<file path="src/hdl/nvm_transaction_queue_top_macros.svh">
// Assertion macros for the transaction queue top level.
`ifndef NVM_TRANSACTION_QUEUE_TOP_MACROS_SVH
`define NVM_TRANSACTION_QUEUE_TOP_MACROS_SVH

// Antecedent and consequent in the same cycle.
`define NTQ_ASSERT_SAME(label, ante, cons, msg) \
  label: assert property (@(posedge clk) disable iff (!rst_n) (ante) |-> (cons)) \
    else $error(msg);

// Consequent in the cycle after the antecedent.
`define NTQ_ASSERT_NEXT(label, ante, cons, msg) \
  label: assert property (@(posedge clk) disable iff (!rst_n) (ante) |=> (cons)) \
    else $error(msg);

`endif

</file>
<file path="src/hdl/ntq_pkg.sv">
// Shared types, constants and a helper function for the transaction queue.
package ntq_pkg;

  // Number of transaction slots and the width of a slot index.
  localparam int SLOTS = 4;
  localparam int IDX_W = (SLOTS > 1) ? $clog2(SLOTS) : 1;

  // Request codes.
  localparam logic [2:0] REQ_WRITE   = 3'd0;
  localparam logic [2:0] REQ_READ    = 3'd1;
  localparam logic [2:0] REQ_SERVICE = 3'd2;
  localparam logic [2:0] REQ_READY   = 3'd3;
  localparam logic [2:0] REQ_QUERY   = 3'd4;
  localparam logic [2:0] REQ_CLEAR   = 3'd5;

  // Memory command codes.
  localparam logic [1:0] CMD_NONE  = 2'd0;
  localparam logic [1:0] CMD_WRITE = 2'd1;
  localparam logic [1:0] CMD_READ  = 2'd2;

  typedef struct packed {
    logic [2:0]  req_type;
    logic [15:0] mem_addr;
    logic [15:0] buf_base;
    logic [7:0]  byte_count;
    logic [7:0]  tx_id;
  } in_req_t;

  typedef struct packed {
    logic        status;
    logic [7:0]  new_id;
    logic        done_flag;
    logic [1:0]  cmd;
    logic [15:0] cmd_mem_addr;
    logic [15:0] cmd_buf_addr;
    logic [7:0]  cmd_length;
    logic        ready_enable;
  } out_res_t;

  // One entry of the slot memory.
  typedef struct packed {
    logic [15:0] start;
    logic [15:0] buffer;
    logic [7:0]  count;
    logic [7:0]  position;
  } slot_entry_t;

  // Slot index plus an offset, wrapping at the number of slots.
  function automatic logic [IDX_W-1:0] wrap_add(input logic [IDX_W-1:0] base,
                                                input logic [IDX_W:0]   offs);
    logic [IDX_W:0] sum;
    sum = {1'b0, base} + offs;
    if (sum >= (IDX_W+1)'(SLOTS)) begin
      sum = sum - (IDX_W+1)'(SLOTS);
    end
    return sum[IDX_W-1:0];
  endfunction

endpackage

</file>
<file path="src/hdl/nvm_transaction_queue_top.sv">
// Slotted read/write transaction queue for a byte-wide nonvolatile memory.
// A query, clear, refused submit or ignored request passes through S_EXEC and S_DONE; a
// write-driving memory-ready adds S_RDY_WB, a service or accepted submit adds S_SVC and, if a
// slot is picked, S_SVC_WB. A new request is taken only after the last result is handed to the
// output register, which waits while the result side stalls. Synchronous active-low reset clears
// flags, ids, head and id counter; the slot memory is never read before written.
module nvm_transaction_queue_top (
  input  logic               clk,
  input  logic               rst_n,
  input  logic               in_valid,
  output logic               in_stall,
  input  ntq_pkg::in_req_t   in_data,
  output logic               out_valid,
  input  logic               out_stall,
  output ntq_pkg::out_res_t  out_data
);

  localparam logic [2:0] S_IDLE   = 3'd0;
  localparam logic [2:0] S_EXEC   = 3'd1;
  localparam logic [2:0] S_SVC    = 3'd2;
  localparam logic [2:0] S_SVC_WB = 3'd3;
  localparam logic [2:0] S_RDY_WB = 3'd4;
  localparam logic [2:0] S_DONE   = 3'd5;

  // Control state.
  logic [2:0]                        state_r, state_nxt;
  logic [7:0]                        ident_r [ntq_pkg::SLOTS];
  logic [7:0]                        ident_nxt [ntq_pkg::SLOTS];
  logic [ntq_pkg::SLOTS-1:0]         active_r, active_nxt;
  logic [ntq_pkg::SLOTS-1:0]         done_r, done_nxt;
  logic [ntq_pkg::SLOTS-1:0]         is_write_r, is_write_nxt;
  logic [ntq_pkg::IDX_W-1:0]         head_r, head_nxt;
  logic [7:0]                        next_id_r, next_id_nxt;
  logic                              out_valid_r, out_valid_nxt;

  // Payload registers.
  ntq_pkg::in_req_t                  req_r, req_nxt;
  ntq_pkg::out_res_t                 res_r, res_nxt;
  ntq_pkg::out_res_t                 out_data_r, out_data_nxt;
  logic [ntq_pkg::IDX_W-1:0]         sel_r, sel_nxt;

  // Slot memory and its ports.
  ntq_pkg::slot_entry_t              slot_mem [ntq_pkg::SLOTS];
  ntq_pkg::slot_entry_t              rd_data_r;
  ntq_pkg::slot_entry_t              mem_wd;
  logic                              mem_we;
  logic [ntq_pkg::IDX_W-1:0]         mem_wa, mem_ra;

  // Slot searches.
  logic                              free_found, pend_found, match_found;
  logic [ntq_pkg::IDX_W-1:0]         free_idx, pend_idx, match_idx;

  assign in_stall  = (state_r != S_IDLE);
  assign out_valid = out_valid_r;
  assign out_data  = out_data_r;

  // Free and pending slot searches, starting at the head and wrapping.
  always_comb begin
    logic [ntq_pkg::IDX_W-1:0] idx;
    free_found = 1'b0;
    free_idx   = '0;
    pend_found = 1'b0;
    pend_idx   = '0;
    for (int k = 0; k < ntq_pkg::SLOTS; k++) begin
      idx = ntq_pkg::wrap_add(head_r, (ntq_pkg::IDX_W+1)'(k));
      if (!free_found && ident_r[idx] == 8'd0) begin
        free_found = 1'b1;
        free_idx   = idx;
      end
      if (!pend_found && ident_r[idx] != 8'd0 && !active_r[idx] && !done_r[idx]) begin
        pend_found = 1'b1;
        pend_idx   = idx;
      end
    end
  end

  // Lowest-numbered slot whose id matches the requested one.
  always_comb begin
    match_found = 1'b0;
    match_idx   = '0;
    for (int k = ntq_pkg::SLOTS - 1; k >= 0; k--) begin
      if (ident_r[k] == req_r.tx_id) begin
        match_found = 1'b1;
        match_idx   = ntq_pkg::IDX_W'(k);
      end
    end
  end

  // Request sequencer.
  always_comb begin
    state_nxt     = state_r;
    ident_nxt     = ident_r;
    active_nxt    = active_r;
    done_nxt      = done_r;
    is_write_nxt  = is_write_r;
    head_nxt      = head_r;
    next_id_nxt   = next_id_r;
    req_nxt       = req_r;
    res_nxt       = res_r;
    sel_nxt       = sel_r;
    out_data_nxt  = out_data_r;
    out_valid_nxt = out_valid_r;
    mem_we        = 1'b0;
    mem_wa        = sel_r;
    mem_wd        = rd_data_r;
    mem_ra        = sel_r;

    if (out_valid_r && !out_stall) begin
      out_valid_nxt = 1'b0;
    end

    case (state_r)
      S_IDLE: begin
        if (in_valid) begin
          req_nxt   = in_data;
          res_nxt   = '0;
          state_nxt = S_EXEC;
        end
      end

      S_EXEC: begin
        state_nxt = S_DONE;
        case (req_r.req_type)
          ntq_pkg::REQ_WRITE, ntq_pkg::REQ_READ: begin
            if (!free_found) begin
              res_nxt.status = 1'b1;
            end else begin
              // Stamp the free slot and store its transaction.
              ident_nxt[free_idx]    = next_id_r;
              res_nxt.new_id         = next_id_r;
              next_id_nxt            = (next_id_r == 8'hFF) ? 8'd1 : next_id_r + 8'd1;
              is_write_nxt[free_idx] = (req_r.req_type == ntq_pkg::REQ_WRITE);
              active_nxt[free_idx]   = 1'b0;
              done_nxt[free_idx]     = 1'b0;
              mem_we                 = 1'b1;
              mem_wa                 = free_idx;
              mem_wd.start           = req_r.mem_addr;
              mem_wd.buffer          = req_r.buf_base;
              mem_wd.count           = req_r.byte_count;
              mem_wd.position        = 8'd0;
              state_nxt              = S_SVC;
            end
          end
          ntq_pkg::REQ_SERVICE: begin
            state_nxt = S_SVC;
          end
          ntq_pkg::REQ_READY: begin
            if (active_r[head_r] && is_write_r[head_r]) begin
              sel_nxt   = head_r;
              mem_ra    = head_r;
              state_nxt = S_RDY_WB;
            end
          end
          ntq_pkg::REQ_QUERY: begin
            res_nxt.done_flag = match_found ? done_r[match_idx] : 1'b1;
          end
          ntq_pkg::REQ_CLEAR: begin
            if (match_found && !active_r[match_idx]) begin
              ident_nxt[match_idx] = 8'd0;
            end else begin
              res_nxt.status = 1'b1;
            end
          end
          default: begin
          end
        endcase
      end

      // Pick the next pending slot unless the head is still busy.
      S_SVC: begin
        if (!active_r[head_r] && pend_found) begin
          sel_nxt   = pend_idx;
          mem_ra    = pend_idx;
          state_nxt = S_SVC_WB;
        end else begin
          state_nxt = S_DONE;
        end
      end

      // Issue the first command of the chosen slot and write its position back.
      S_SVC_WB: begin
        res_nxt.cmd_mem_addr = rd_data_r.start + {8'd0, rd_data_r.position};
        res_nxt.cmd_buf_addr = rd_data_r.buffer + {8'd0, rd_data_r.position};
        mem_we = 1'b1;
        if (is_write_r[sel_r]) begin
          res_nxt.cmd        = ntq_pkg::CMD_WRITE;
          mem_wd.position    = rd_data_r.position + 8'd1;
          active_nxt[sel_r]  = 1'b1;
          head_nxt           = sel_r;
        end else begin
          res_nxt.cmd        = ntq_pkg::CMD_READ;
          res_nxt.cmd_length = rd_data_r.count;
          mem_wd.position    = rd_data_r.count;
          done_nxt[sel_r]    = 1'b1;
          head_nxt           = ntq_pkg::wrap_add(sel_r, (ntq_pkg::IDX_W+1)'(1));
        end
        state_nxt = S_DONE;
      end

      // Next byte of the active write, or completion after the last one.
      S_RDY_WB: begin
        if (rd_data_r.position < rd_data_r.count) begin
          res_nxt.cmd          = ntq_pkg::CMD_WRITE;
          res_nxt.cmd_mem_addr = rd_data_r.start + {8'd0, rd_data_r.position};
          res_nxt.cmd_buf_addr = rd_data_r.buffer + {8'd0, rd_data_r.position};
          mem_we               = 1'b1;
          mem_wd.position      = rd_data_r.position + 8'd1;
        end else begin
          done_nxt[sel_r]   = 1'b1;
          active_nxt[sel_r] = 1'b0;
          head_nxt          = ntq_pkg::wrap_add(sel_r, (ntq_pkg::IDX_W+1)'(1));
        end
        state_nxt = S_DONE;
      end

      // Hand the result to the output register once it is free.
      S_DONE: begin
        if (!out_valid_r || !out_stall) begin
          out_data_nxt              = res_r;
          out_data_nxt.ready_enable = active_r[head_r] && is_write_r[head_r];
          out_valid_nxt             = 1'b1;
          state_nxt                 = S_IDLE;
        end
      end

      default: begin
        state_nxt = S_IDLE;
      end
    endcase
  end

  // Control registers.
  always_ff @(posedge clk) begin
    if (!rst_n) begin
      state_r     <= S_IDLE;
      active_r    <= '0;
      done_r      <= '0;
      is_write_r  <= '0;
      head_r      <= '0;
      next_id_r   <= 8'd1;
      out_valid_r <= 1'b0;
      for (int k = 0; k < ntq_pkg::SLOTS; k++) begin
        ident_r[k] <= 8'd0;
      end
    end else begin
      state_r     <= state_nxt;
      active_r    <= active_nxt;
      done_r      <= done_nxt;
      is_write_r  <= is_write_nxt;
      head_r      <= head_nxt;
      next_id_r   <= next_id_nxt;
      out_valid_r <= out_valid_nxt;
      ident_r     <= ident_nxt;
    end
  end

  // Payload registers.
  always_ff @(posedge clk) begin
    req_r      <= req_nxt;
    res_r      <= res_nxt;
    sel_r      <= sel_nxt;
    out_data_r <= out_data_nxt;
  end

  // Slot memory: one write port, one registered read port.
  always_ff @(posedge clk) begin
    if (mem_we) begin
      slot_mem[mem_wa] <= mem_wd;
    end
    rd_data_r <= slot_mem[mem_ra];
  end

`include "nvm_transaction_queue_top_macros.svh"

  // Only the head slot may ever be active, and at most one at a time.
  `NTQ_ASSERT_SAME(a_one_active, 1'b1, $onehot0(active_r), "more than one slot active")
  `NTQ_ASSERT_SAME(a_active_is_head, active_r != '0, active_r[head_r], "active slot not at head")
  // An accepted request always starts the sequencer.
  `NTQ_ASSERT_NEXT(a_accept_starts, in_valid && !in_stall, state_r == S_EXEC,
                   "accepted request did not start")

endmodule
</file>
<file path="config.mk">
export PLATFORM = sky130hd
export DESIGN_NAME = nvm_transaction_queue_top
export DESIGN_NICKNAME = d
export VERILOG_FILES = /design/src/hdl/ntq_pkg.sv /design/src/hdl/nvm_transaction_queue_top.sv
export VERILOG_INCLUDE_DIRS = /design/src /design/src/hdl
export SDC_FILE = /design/constraint.sdc
export NUM_CORES = 1
export LEC_CHECK = 0
export ABC_AREA = 1
export BUFFER_PORTS_ARGS = -buffer_cell sky130_fd_sc_hd__buf_2
export CAP_MARGIN = 30
export CORE_UTILIZATION = 61
export CTS_BUF_LIST = sky130_fd_sc_hd__clkbuf_16
export CTS_CLUSTER_SIZE = 24
export DETAILED_ROUTE_END_ITERATION = 10
export GPL_TIMING_DRIVEN = 0
export HOLD_SLACK_MARGIN = 0.06
export PLACE_DENSITY = 0.81
export SLEW_MARGIN = 0
export SYNTH_ARGS = -nofsm -noshare
export SYNTH_HDL_FRONTEND = slang
export SYNTH_SLANG_ARGS = --single-unit
</file>
<file path="constraint.sdc">
create_clock -name clk -period 5.11 [get_ports clk]
set_input_delay 0.7665 -clock clk [delete_from_list [all_inputs] [get_ports clk]]
set_output_delay 0.7665 -clock clk [all_outputs]
set_load 0.02 [all_outputs]
</file>
=== After elaboration in Yosys (flattened, before gate mapping) ===
Memories as Yosys holds them, arrays and structs flattened. A register that Yosys moved wholly into a read port is not among the register bits.
Cells that the tools add are included.

* Bits in latches: 0
* ROM bits: 0
* Input port bits: 55
* Memories: 1
* Bits in writable memories: 192
* Bits in registers: 216

{| class="wikitable"
|+ Memory list
! name !! depth !! bits a word !! rd ports !! clocked after Yosys merged registers in !! write ports !! RTL line !! RTL
|-
| slot_mem || 4 || 48 || 1 || 1 || 1 || nvm_transaction_queue_top.sv:43 || <nowiki>ntq_pkg::slot_entry_t slot_mem [ntq_pkg::SLOTS];</nowiki>
|}

* Shifts and indexed selects: 0
* Bitwise logic cells: 15
* Multiply operators: 0
* Equal/unequal tests: 29
* Multiplexer cells: 137
* Div/mod/pow operators: 0
* $add $sub $neg: 13
* Reduce and logical (&&, ||, !) cells: 73
* Order comparisons: 24

{| class="wikitable"
|+ Operators with widths
! kind !! count
|-
| two-way mux 8 bit || 16
|-
| case mux 34 bit (3 select lines) || 1
|-
| two-way mux 48 bit || 2
|-
| binary-select mux 8 bit (select 2 bit) || 4
|-
| two-way mux 32 bit || 2
|-
| case mux 32 bit (2 select lines) || 1
|-
| two-way mux 53 bit || 1
|-
| two-way mux 2 bit || 26
|-
| two-way mux 1 bit || 40
|-
| two-way mux 40 bit || 1
|-
| two-way mux 34 bit || 1
|-
| adder 16 x 8 -> 16 bit || 2
|-
| AND 32 bit || 1
|-
| bitwise mux 32 bit || 1
|-
| demux 8 bit (select 2 bit) || 2
|-
| == test 8 bit || 4
|-
| logical NOT 8 bit || 4
|-
| two-way mux 4 bit || 8
|-
| inverter 32 bit || 1
|-
| nonzero test 8 bit || 4
|-
| greater-or-equal comparator 3 bit, second input constant || 10
|-
| binary-select mux 1 bit (select 2 bit) || 13
|-
| less-than comparator 2 x 3 -> 1 bit, second input constant || 8
|-
| case mux 4 bit (3 select lines) || 2
|-
| 42 further kinds || 136
|}

=== Longest topological paths before layout ===
Gate-level depths: netlist (run 1).

* Word-level depth: 28
* Mapped depth: 22
* Gate-level depth less buffers: 19

=== Worst setup path before layout (run 1) ===
OpenSTA, ideal clock, no wires.

* Path kind: register to register
* From: register head_r[0] (netlist name)
* To: memory slot_mem[1][0] (netlist name), enable pin
* Data required time: 4.656 ns
* Arrival time: 3.886 ns
* Stages on the path, launching flop included: 18
* Path slack: 0.770 ns
* Library setup time: 0.454 ns
* Cells stage by stage: dfxtp_1 buf_6 inv_4 buf_6 nor2_1 nand4_1 nand2_1 nand2_1 nand2_1 nor2_2 nand3_2 nand2_1 clkinv_1 nand2_1 o21ai_0 inv_1 nand2_1 nor2_1

* Longest elaborated chain between the ends: 22
* Elaborated cells between the ends (all ways): 57
* Classes of those cells: add/sub (7); order compare (4); mux (32); bitwise (4); reduce/logical (10)

{| class="wikitable"
|+ RTL lines
! item !! RTL line !! RTL
|-
| start, declared || nvm_transaction_queue_top.sv:32 || <nowiki>logic [ntq_pkg::IDX_W-1:0] head_r, head_nxt;</nowiki>
|-
| start signal, assigned || nvm_transaction_queue_top.sv:250 || <nowiki>head_r <= head_nxt;</nowiki>
|-
| branches (longest 22 deep; another with adder 2 x 1 -> 3 bit) || - ||
|-
| end, declared || nvm_transaction_queue_top.sv:43 ||
|}

Several ways; the timed one is not identified. The select of a mux whose other input is x is not followed.

=== Worst setup path in the final report (run 1) ===
* From: register head_r[0] (netlist name)
* To: memory slot_mem[0][36] (netlist name), enable pin

Same word-level chain as after synthesis.

==> metrics.md, run 1 <==
| Metric | Value |
|---|---|
| CP endpoint kind | register |
| # rows | 67 |
| GR peak layer | met2 |
| Final hold violations | 0 |
| Chip width | 188 µm |
| # DRC | 0 |
| Final setup fails | 0 |
| Vias in the first global route | 16234 |
| Synth area leader | edfxtp_1 |
| Hold Crit Start | in_data[11] |
| Worst clock skew | 0.0159 ns |
| Final Cycle Share | 84.0% |
| Grt ovf | 0 |
| Worst R2R Path Depth | 16 |
| Worst-path clk slew | 0.06 ns |
| Initial antenna violation count | 0 |
| Ant. Diodes | 0 |
| Fillers | 2420 |
| Measured slew at the worst slew-check pin | 0.936 ns |
| Post-DP Area | 22400 µm² |
| # H-tree levels | 2 |
| Sequential element share of the synthesized area | 60.1% |
| Number of flops mapped to enable cells by yosys | 348 |
| IO buf count | 108 |
| Startpoint types | register |
| FF-to-FF setup slack | 0.82 ns |
| Ys async rst share | 0% |
| First-pass GRT wire length | 88700 µm |
| Met1 usage | 43.3% |
| Reg2Reg Capture Point | slot_mem[0][36] |
| Most common library cells after synthesis | nand2_1 (468), inv_1 (389), edfxtp_1 (348) |
| Final Core Density | 71.2% |
| Worst r2r src | head_r[0] |
| Run status | completed |
| Worst VDD drop | 0.432 mV |
| Fin Hold WS | 0.356 ns |
| Ys Warns | 0 |
| Die height | 188 µm |
| Post-Layout Cell Count | 2898 |
| Max-slew headroom | 37.5% |
| # hold bufs at CTS | 0 |
| Setup slack after layout | 0.819 ns |
| Top_reg_cell synth | edfxtp_1 |
| DP Cell Count | 2811 |
| Fmax | 0.233 GHz |
| Synthesized Nets | 2331 |
| Post-detail-place hpwl | 39400 µm |
| Net count, final | 2498 |
| RSZ-0062 raised after global routing | false |
| Critical path class | reg -> reg |
| Routed WL | 57700 µm |
| Avg Synthesized Cell Area | 9.35 µm² |
| Synth top area cells | edfxtp_1 (50%), dfxtp_1 (10%), nand2_1 (8.4%) |
| Worst skew pair latency | 0.59 ns |
| Hold depth | 1 |
| Antenna-violating nets left | 0 |
| GP Congestion | 0.960 |
| Post-Synthesis Cells | 2245 |
| Post-CTS Setup Bufs | 0 |
| Drt initial violations | 1903 |
| Mapped Area | 21000 µm² |
| Tmin final | 4.29 ns |
| CP Cell Sequence | buf_6, buf_4, nand2_1, o21ai_1, nor2_1, nand2_1, nand2_1, nor2_2, nand3_2, nand2_1, clkinv_1, o21ai_0, inv_1, nor2_4, buf_16, buf_16 |
| Area share of the largest cell type after synthesis | 49.8% |
| Clock tree root driver cell | clkbuf_16 |
| Total CTS buffers | 47 |
| Ports | 110 |
| Max incr delay on CP | 0.73 ns |
| Vias | 16861 |
| Area growth, synth to finish | 14.3% |
| Drt via density | 5.82 |
| Placeable Area | 33700 µm² |
| Global Route Usage Sum | 33.1% |
| # resized after CTS | 0 |
| Pin count of the biggest net entering global routing | 38 |
| Max clock buf depth | 3 |
| Crit-path max FO | 20 |
| Global-route track usage on met3 | 6.64% |
| Finished layout cell area | 24000 µm² |
| Sink Count | 456 |
| MaxCap Viol Count | 0 |
| Worst slack, placed | 0.949 ns |
| Max Slew Vio Count | 0 |
| Unique masters post-synth | 49 |
| CP most frequent cell | nand2_1 |
| 1st-pass router iterations | 6 |
| Power density cells | 698 nW/µm² |
| Share of cells above drive strength 1 | 11.2% |
| Initial core utilization | 62.3% |
| Die area | 35200 µm² |
| Slowest stage cell on the critical path | o21ai_0 |
| Worst Path Required | 5.39 ns |
| Drt wl/cell | 19.9 µm |
| WP data arrival | 4.57 ns |
| Endpoint, Worst Hold | req_r[11] |
| CTS tree | yes |
| Synth Register Bits | 456 |
| HP Class | in -> reg |
| Leakage power | 0.0107 µW |
| GR met2 Demand/Resource | 54.3% |
| Count leader, synth | nand2_1 |
cell families after synthesis:
group / count (synthesis) / share of synthesized area, %
compound gates: 211 / 5.46
mux: 21 / 1.00
xor+xnor: 14 / 0.584
buf+inv: 483 / 9.21
fa+ha+maj: 31 / 1.92
simple gates: 1029 / 21.8
flops: 456 / 60.1
metal layers:
metal,routed length [µm],part of all wire (%)
met1,22300,39
met2,27900,48
met3,5690,9.9
met4,1770,3.1
met5,0,0
layout by cell type (no fill, tap or decap), types with 3 or more instances in the layout:
master     synthesis  final
nand3_1          194    194
bufinv_16          0      8
buf_4              8      8
mux2i_1           21     21
a211oi_1           5      5
nor2_4             0      4
nand3_2            4      4
a21oi_1           67     65
clkinv_2           0      9
buf_2             26    134
o21ai_1           14     14
edfxtp_1         348    348
o211ai_1           5      5
buf_6              7      7
a31oi_1           11     11
buf_1              3      3
inv_2              8      9
clkinv_1           4     11
nand2_1          468    468
nand4_1          122    122
nor3_1            23     23
dfxtp_1          108    108
xnor2_1            3      3
nand2_2           17     17
nor2_1           186    182
nor2_2             3      3
inv_1            389    399
ha_1              29     29
xor2_1            11     11
o21a_1             3      3
clkbuf_1          36     36
clkbuf_16          0     49
buf_16             0      6
o21ai_0           91     91
buf_12             0      4
sequential cells by signal (all words and copies together) (netlist names):
signal,count
out_valid,1
out_data,53
slot_mem,192
next_id_r,8
state_r,3
sel_r,2
done_r,4
ident_r,32
rd_data_r,48
active_r,4
head_r,2
is_write_r,4
res_r,52
req_r,51
worst max-delay path: cells and delay by family, from the launching register on:
kind	cells	cell delay [ns]
compound gates	2	0.89
flops	1	0.33
buf+inv	6	1.37
simple gates	8	1.39
where the power goes:
part,switching [µW],total [µW],internal [µW]
sequential,631,6280,5650
clock,1440,3580,2140
combinational,4900,6890,1990
layout make-up:
class | instances | area, µm² | share of cell area [%]
sequential | 456 | 12600 | 52.5
multi-input combinational | 1306 | 6510 | 27.1
inverter | 403 | 1520 | 6.32
clock buffer | 49 | 1230 | 5.11
timing repair buffer | 118 | 786 | 3.27
tap | 448 | 561 | 2.34
buffer | 80 | 415 | 1.73
clock inverter | 38 | 378 | 1.57
through the flow:
step	setup TNS [ns]	power [µW]
after floorplan	0	10700
after global placement	-293.68	12600
after detailed placement	0	13000
after CTS	0	16600
after global routing	0	17600
final	0	16700
worst max-delay path by stage:
stage,startpoint,endpoint,slack [ns]
2_1_floorplan,head_r[0],slot_mem[1][0],0.77
3_3_place_gp,head_r[0],slot_mem[1][39],-1.55
3_5_place_dp,head_r[0],slot_mem[0][42],0.95
4_1_cts,head_r[0],slot_mem[0][33],0.90
5_1_grt,head_r[0],slot_mem[0][33],0.62
6_report,head_r[0],slot_mem[0][36],0.82
Note: power is estimated with default switching activity, not from simulation.
==> run 2, diff against run 1 <==
--- a/config.mk
+++ b/config.mk
@@ -9,13 +9,13 @@
 export ABC_AREA = 1
 export BUFFER_PORTS_ARGS = -buffer_cell sky130_fd_sc_hd__buf_2
 export CAP_MARGIN = 30
-export CORE_UTILIZATION = 61
+export CORE_UTILIZATION = 55
 export CTS_BUF_LIST = sky130_fd_sc_hd__clkbuf_16
 export CTS_CLUSTER_SIZE = 24
 export DETAILED_ROUTE_END_ITERATION = 10
 export GPL_TIMING_DRIVEN = 0
 export HOLD_SLACK_MARGIN = 0.06
-export PLACE_DENSITY = 0.81
+export PLACE_DENSITY = 0.77
 export SLEW_MARGIN = 0
 export SYNTH_ARGS = -nofsm -noshare
 export SYNTH_HDL_FRONTEND = slang
==> constraint.sdc (replaced) <==
create_clock -name clk -period 3.5 [get_ports clk]
set_input_delay 0.525 -clock clk [delete_from_list [all_inputs] [get_ports clk]]
set_output_delay 0.525 -clock clk [all_outputs]
set_load 0.02 [all_outputs]
==> metrics.md, run 2 (synthesized netlist as in run 1, its figures left out) <==
| Metric | Value |
|---|---|
| Routed WL | 56400 µm (-2.1%) |
| Crit-path max FO | 26 (+30%) |
| Max-slew headroom | 43.1% (+5.7 points) |
| Final Core Density | 64.3% (-7.0 points) |
| Fmax | 0.298 GHz (+28%) |
| Startpoint types | register |
| # rows | 71 (+6.0%) |
| Power density cells | 1010 nW/µm² (+45%) |
| Overall power consumption | 24400 µW (+46%) |
| Placeable Area | 37600 µm² (+12%) |
| Grt ovf | 0 (unchanged) |
| Sink Count | 456 (unchanged) |
| Most common library cell in the layout ignoring fill and taps | nand2_1 |
| Net count, final | 2507 (+0.36%) |
| CP endpoint kind | register |
| Final hold violations | 0 (unchanged) |
| Drt via density | 5.67 (-2.6%) |
| Run status | completed |
| Worst Setup SP | head_r[0] |
| Met3 wire len | 5450 µm (-4.2%) |
| Final setup fails | 0 (unchanged) |
| Ports | 110 (unchanged) |
| Largest reg by FF count | slot_mem |
| Most frequent cells in the layout | nand2_1 (465), inv_1 (396), edfxtp_1 (348) |
| CTS tree | yes |
| Share of cells above drive strength 1 | 11.8% (+0.57 points) |
| Die area | 39000 µm² (+11%) |
| Drt wl/cell | 19.0 µm (-4.5%) |
| Worst Path Required | 3.78 ns (-1.61 ns) |
| Vias in the first global route | 16107 (-0.78%) |
| Critical path class | reg -> reg |
| Worst-path clk slew | 0.06 ns (about the same) |
| Area growth, synth to finish | 15.0% |
| Hold Crit Start | in_data[10] |
| Clk pwr share | 20.5% (-0.9 points) |
| Worst clock skew | 0.0278 ns (+0.0119 ns) |
| Pin count of the biggest net entering global routing | 28 (-26%) |
| Initial antenna violation count | 0 (unchanged) |
| WP data arrival | 3.64 ns (-0.93 ns) |
| Vias | 16826 (-0.21%) |
| Fillers | 2954 (+22%) |
| Max Slew Vio Count | 0 (unchanged) |
| Leakage power | 0.0107 µW (+0.13%) |
| Max reg flops | 192 (unchanged) |
| Worst skew pair latency | 0.60 ns (about the same) |
| Measured slew at the worst slew-check pin | 0.851 ns (-0.0848 ns) |
| Part of the power in registers | 37.5% (about the same) |
| HP Class | in -> reg |
| Initial core utilization | 55.9% (-6.4 points) |
| Max clock buf depth | 3 (unchanged) |
| Highest metal used | met4 |
| MaxCap Viol Count | 0 (unchanged) |
| Drt initial violations | 1951 (+2.5%) |
| Fin Hold WS | 0.0991 ns (-0.257 ns) |
| NetSw | 10200 µW (+47%) |
| Multi-input logic area | 6560 µm² (+0.75%) |
| Storage cell area | 12600 µm² (unchanged) |
| Met2 wire len | 26800 µm (-3.9%) |
| RSZ-0062 raised after global routing | false |
| Ant. Diodes | 0 (unchanged) |
| Die height | 197 µm (+5.3%) |
| Post-Route M1 WL | 22100 µm (-0.95%) |
| Combinational share of power | 42.1% (+1.0 points) |
| Worst VDD drop | 0.498 mV (+15%) |
| Worst slack, placed | -0.709 ns (-1.66 ns) |
| Setup slack after layout | 0.140 ns (-0.679 ns) |
| IO buf count | 108 (unchanged) |
| Tmin final | 3.36 ns (-0.931 ns) |
| Post-detail-place hpwl | 38100 µm (-3.3%) |
| Antenna-violating nets left | 0 (unchanged) |
| Final Cycle Share | 96.0% (+12 points) |
| 1st-pass router iterations | 5 (-1) |
| Worst r2r src | head_r[0] |
| Global Route Usage Sum | 29.1% (-4.0 points) |
| Total CTS buffers | 46 (-2.1%) |
| Sw Ratio | 42.0% (+0.38 points) |
| First-pass GRT wire length | 86100 µm (-2.9%) |
| GP Congestion | 0.987 (+2.7%) |
| Chip width | 197 µm (+5.3%) |
| # DRC | 0 (unchanged) |
| Clock tree root driver cell | clkbuf_16 |
| Internal | 14100 µW (+45%) |
| # H-tree levels | 2 (unchanged) |
| # hold bufs at CTS | 0 (unchanged) |
## run 2: metal layers
metal | track usage, % | vias to the layer above
met5 | 0 | -
met4 | 13.1 | 0
met3 | 5.96 | 161
met2 | 47.4 | 896
met1 | 37.5 | 7937
li1 | - | 7832
## run 2: cell type report
cell class	count	area share, %
clock buffer	47	4.87
buffer	80	1.72
inverter	403	6.30
sequential	456	52.2
clock inverter	39	1.46
tap	511	2.65
multi-input combinational	1308	27.1
timing repair buffer	126	3.63
## run 2: worst max-delay path, stage by stage, from the launching register on
cell and delay, ns:
dfxtp_1 0.31, buf_6 0.14, inv_4 0.11, buf_6 0.15
nor2_1 0.05, nand4_1 0.07, nand2_1 0.11, nand2_1 0.11
nand2_1 0.13, nor2_2 0.19, nand3_2 0.20, nand2_2 0.17
clkinvlp_4 0.18, o21ai_4 0.32, inv_1 0.26, nor2_4 0.27
buf_12 0.24
## run 2: repair_timing
action	in CTS	in global routing
gates cloned	2	0
pin swaps	4	0
setup buffers	8	1
resized for setup	5	6
endpoints found under the setup margin	179	192
## run 2: path summary, 6_finish.rpt
kind                                   endpoint  slack (ns)  cells after the start
worst max-delay path            slot_mem[1][30]        0.14                     16
worst min-delay path                  req_r[10]         0.1                      1
worst max register to register  slot_mem[1][30]        0.14                     16
worst min register to register     out_data[15]        0.41                      0
## run 2: power groups by stage
| stage | registers [µW] | clock network, µW | logic (µW) |
|---|---|---|---|
| floorplan | 8940 | 0 | 6710 |
| global placement | 9260 | 0 | 9070 |
| global route | 9240 | 5250 | 11300 |
| detailed placement | 9200 | 0 | 9730 |
| CTS | 9110 | 5050 | 9990 |
| finish | 9130 | 4990 | 10300 |
## run 2: through the flow
stage / instance area (µm²) / setup TNS, ns / std cells
after floorplan: 21000 / -21.69 / 2245
after global placement: 22200 / -354.75 / 2864
after detailed placement: 22500 / -65.51 / 2873
after CTS: 24100 / 0 / 2969
after global routing: 24100 / 0 / 2970
final: 24100 / 0 / 2970
